<file path="config.mk">
export PLATFORM = sky130hd
export DESIGN_NAME = bshvf_queue
export DESIGN_NICKNAME = d
export VERILOG_FILES = /design/src/rtl/core/bshvf_pkg.sv /design/src/rtl/core/bshvf_queue.sv
export SDC_FILE = /design/constraint.sdc
export NUM_CORES = 1
export LEC_CHECK = 0
export ABC_AREA = 1
export BUFFER_PORTS_ARGS = -buffer_cell sky130_fd_sc_hd__buf_2
export CORE_ASPECT_RATIO = 2
export CORE_MARGIN = 2
export CORE_UTILIZATION = 35
export CTS_BUF_LIST = sky130_fd_sc_hd__clkbuf_2 sky130_fd_sc_hd__clkbuf_4 sky130_fd_sc_hd__clkbuf_8
export DETAILED_ROUTE_END_ITERATION = 12
export PLACE_DENSITY = 0.51
export SLEW_MARGIN = 25
export SYNTH_ARGS = -nofsm -noshare
export SYNTH_HDL_FRONTEND = slang
export SYNTH_SLANG_ARGS = --single-unit
</file>
<file path="constraint.sdc">
create_clock -name i_clk -period 8.32 [get_ports i_clk]
set_input_delay 0.416 -clock i_clk [delete_from_list [all_inputs] [get_ports i_clk]]
set_output_delay 0.416 -clock i_clk [all_outputs]
set_load 0.005 [all_outputs]
</file>
<file path="src/rtl/core/bshvf_pkg.sv">
// Shared types and constants for the bitstate hash visited filter.
// No dependencies.
package bshvf_pkg;
    localparam int unsigned TableDepth = 1048576;
    localparam int unsigned SlotW      = 20;
    localparam int unsigned HashW      = 56;
    localparam int unsigned SizeW      = 21;
    localparam int unsigned BmWordsLog = 15;
    localparam int unsigned QDepthLog  = 2;
    localparam logic [31:0] SeedA   = 32'h9e3779b9;
    localparam logic [31:0] SeedB   = 32'h65e3083a;
    localparam logic [31:0] SeedC   = 32'h a45f7582;
    localparam logic [31:0] PadWord = 32'h76a34e87;

    // one finished hash handed from front to back
    typedef struct packed {
        logic [HashW-1:0] hash;
    } t_hash_item;
endpackage

</file>
<file path="src/rtl/core/bshvf_queue.sv">
// Short queue of finished hashes between front and back.
// Depends on bshvf_pkg.
module bshvf_queue (
    input  logic                  i_clk,
    input  logic                  i_rst_n,
    input  logic                  i_valid,
    output logic                  o_ready,
    input  bshvf_pkg::t_hash_item i_item,
    output logic                  o_valid,
    input  logic                  i_ready,
    output bshvf_pkg::t_hash_item o_item
);
    localparam int unsigned L = bshvf_pkg::QDepthLog;
    bshvf_pkg::t_hash_item r_mem [2**L];
    logic [L-1:0] r_wp, r_rp;
    logic [L:0]   r_cnt;
    logic         push, pop;

    assign o_ready = (r_cnt != (L+1)'(2**L));
    assign o_valid = (r_cnt != '0);
    assign o_item  = r_mem[r_rp];
    assign push = i_valid && o_ready;
    assign pop  = o_valid && i_ready;

    // advance pointers and count
    always_ff @(posedge i_clk) begin
        if (!i_rst_n) begin
            r_wp <= '0; r_rp <= '0; r_cnt <= '0;
        end else begin
            if (push) r_wp <= r_wp + 1'b1;
            if (pop)  r_rp <= r_rp + 1'b1;
            r_cnt <= r_cnt + (L+1)'(push) - (L+1)'(pop);
        end
        if (push) r_mem[r_wp] <= i_item;
    end
endmodule

</file>
==> impl_results.md <==
- Status: completed
- Worst R2R Path Depth: 10
- Final wirelength: 20600 um
- Post-Place Setup Slack: 5510 ps
- Root Buffer: clkbuf_8
- Critical Path RT: 7900 ps
- Vias per inst: just under 5
- Post_cts resized: 0
- Fin Setup TNS: 0 ps
- Gr ovfl total: 0
- Ys async rst share: 0
- CP arrival: 2860 ps
- XOR/XNOR share of the synthesized area: 0
- HP Start: i_item[34]
- WP buf/inv: 3
- Synth Cell Area: 0.00911 mm2
- Max_cap viols: 0
- Clk buf depth: 3
- P&R area growth vs syn: 16.9%
- Number of I/O pins: 118
- Routed vias: 5392
- Post-Synth Simple-Gate Area: 0.0763
- Setup Skew: 15.0 ps
- Share of cells above drive strength 1: 0.309
- Crit-path max cell delay: 860 ps
- Final std cells w/o fill: 1096
- Critical path type: flip-flop to output pin
- Global-route wire length before repair: 31100 um
- Rel. slew slack: 0.365
- Fmax: 0.306 GHz
- Number of antenna violations at the first check in global routing: 4
- CP max-delay cell: buf_4
- HPWL Detailed: around 12000 um
- Final Hold Fails: 0
- Routed Antenna Nets: 0
- Placement Rows: 83
- Largest net degree at the start of global routing: about 100
- Worst-Skew Late Latency: 510 ps
- CP cell instances: inv_4, buf_4, o21ai_0, o22ai_2, buf_2
- Top-count cell post-synth: edfxtp_1
- GP Congestion: 0.757
- Ys flop type: edfxtp_1
- Clock period minus final worst setup slack: 3270 ps
- Core Area: ~0.026 mm2
- Synth warn: 0
- Fin util: 0.415
- Post-synthesis mux area share: 0
- Mapped Nets: around 670
- Peak supply drop: 0.139 mV
- Hold Path Depth: 1
- Reg2reg setup slack: 5950 ps
- Die ar.: 0.0274 mm2
- Post-synthesis average cell area: 15.0 um2
- Cells after synthesis: 607
- Worst hold path type: input port to flip-flop
- R2R Path Start: r_cnt[1]$_SDFF_PN0_
- Main combinational cell family by area after synthesis: compound AO/OA/AOI/OAI gates
- Num CTS Buffers: 34
- Vias in the first global route: 5685
- Final setup viols: 0
- Htree depth: 2
- Cell family with most CP delay: buffers and inverters
- Synth Register Bits: 233
- Post-CTS Setup Repair Bufs: 0
- Worst-path clk slew: 70 ps
- Top cell type's share of synthesized area: 0.739
- Chip width: between 100 and 150 um
- Avg WL per Cell: 18.8 um
- Count of clock tree sinks: ~230
- GR Util All Layers: 0.149
- Leak: 3.67 nW
- Tightest Pin Transition: 952 ps
- Pins Over Slew Limit: 0
- CP Max Fanout: 62
- Initial DRC Count: roughly 230
- Crit end category: output pin
- R2R Path End: r_cnt[2]$_SDFF_PN0_
- Placed insts: 1035
- I/O Buffers: roughly 120
- Post-synth cell types: 25
- Drt first pass iters: 4
- Area share of fa/ha/maj cells after synthesis: 0.0104
- Sequential fraction of the synthesis area: 0.758
- Setup crit start kind: flip-flop
- Synth area leader: edfxtp_1
- Remaining DRCs: 0
- Hold_buf cts: 0
- Setup slack after layout: between 5000 and 6000 ps
- Cell Area, Placed: 0.00995 mm2
- P per Cell Area: 291 mW/mm2
- Finished Cell Area: 0.0106 mm2
- Hold endpoint: r_mem[0][34]$_DFFE_PP_
- Synth cell count leaders: 224 x edfxtp_1, 98 x nor2_1, 83 x o21ai_0
- Initial Utilization: 0.355
- Unrepaired setup endpoints after global routing: no
- EDFF count, synth: 224
- Largest cells by area after synthesis: edfxtp_1 74%, o21ai_0 4.6%, nor2_1 4.0%, o22ai_2 2.7%, nor2_4 2.5%
- Chip height: 232 um
- Synth Area in Compound Gates: 0.120
- Period utilization: 0.393
- TritonCTS clock tree: yes
- Nets: 799
## layout by cell type (no fill, tap or decap), drive strengths merged
master / instances
edfxtp: 224
buf: 125
nor2: 124
o21ai: 113
o22ai: 56
clkbuf: 42
inv: 17
nand2: 13
clkinv: 12
dfxtp: 9
ha: 6
a21oi: 4
nand3: 3
diode: 2
a21boi: 2
bufinv: 2
fa: 1
clkinvlp: 1
## flip-flops by register name, indices dropped and copies added (netlist names), named ones only
| name | flops |
|---|---|
| r_wp | 2 |
| r_rp | 2 |
| r_cnt | 3 |
| r_mem | 224 |
## stage by stage
stage	hold WS [ps]	total power [mW]
3_5_place_dp	481	2.23
6_report	112	3.09
2_1_floorplan	448	1.96
3_3_place_gp	468	2.21
4_1_cts	80.5	3.14
5_1_grt	84.3	3.26
## cells by family after synthesis
family                     after synthesis
AOI/OAI and AO/OA                      175
adders and majority gates                7
buffers and inverters                   52
DFF                                    233
and+or+nand+nor                        140
## where the power goes
group	internal, mW	leakage, nW	total, mW	switching, mW
Combinational	0.250	1.19	0.721	0.472
Clock	0.486	0.345	0.899	0.413
Sequential	1.43	2.13	1.47	0.0405
Total	2.17	3.67	3.09	0.925
## routing by layer
layer	track usage	share of wire	up-vias	wire [um]
met4	0.0787	0.041	2	839
li1	-	-	2515	-
met5	0	0.00039	-	8
met2	0.286	0.55	138	11400
met3	0.0327	0.048	47	981
met1	0.147	0.36	2690	7410
## final cells by class
| class | count | area, um2 |
|---|---|---|
| fillers | 2357 | 15000 |
| well taps | 340 | 425 |
| clock buffers | 42 | 534 |
| repair buffers | 125 | 666 |
| flip-flops and latches | 233 | 6910 |
| inverters | 16 | 65.1 |
| multi-input cells | 322 | 1910 |
| clock inverters | 16 | 126 |
| diodes | 2 | 5.00 |
## worst max path at each step
stage,start,to,slack (ps),cells after the start
final,flip-flop,o_item[20],5050,5
after CTS,flip-flop,o_item[14],4950,5
after global routing,flip-flop,o_item[14],4810,5
after global placement,flip-flop,o_item[14],5550,5
after detailed placement,flip-flop,o_item[14],5510,5
after floorplan,r_cnt[1]$_SDFF_PN0_,r_mem[0][0]$_DFFE_PP_,4750,4
No activity file was read; power rests on OpenSTA's default activity.
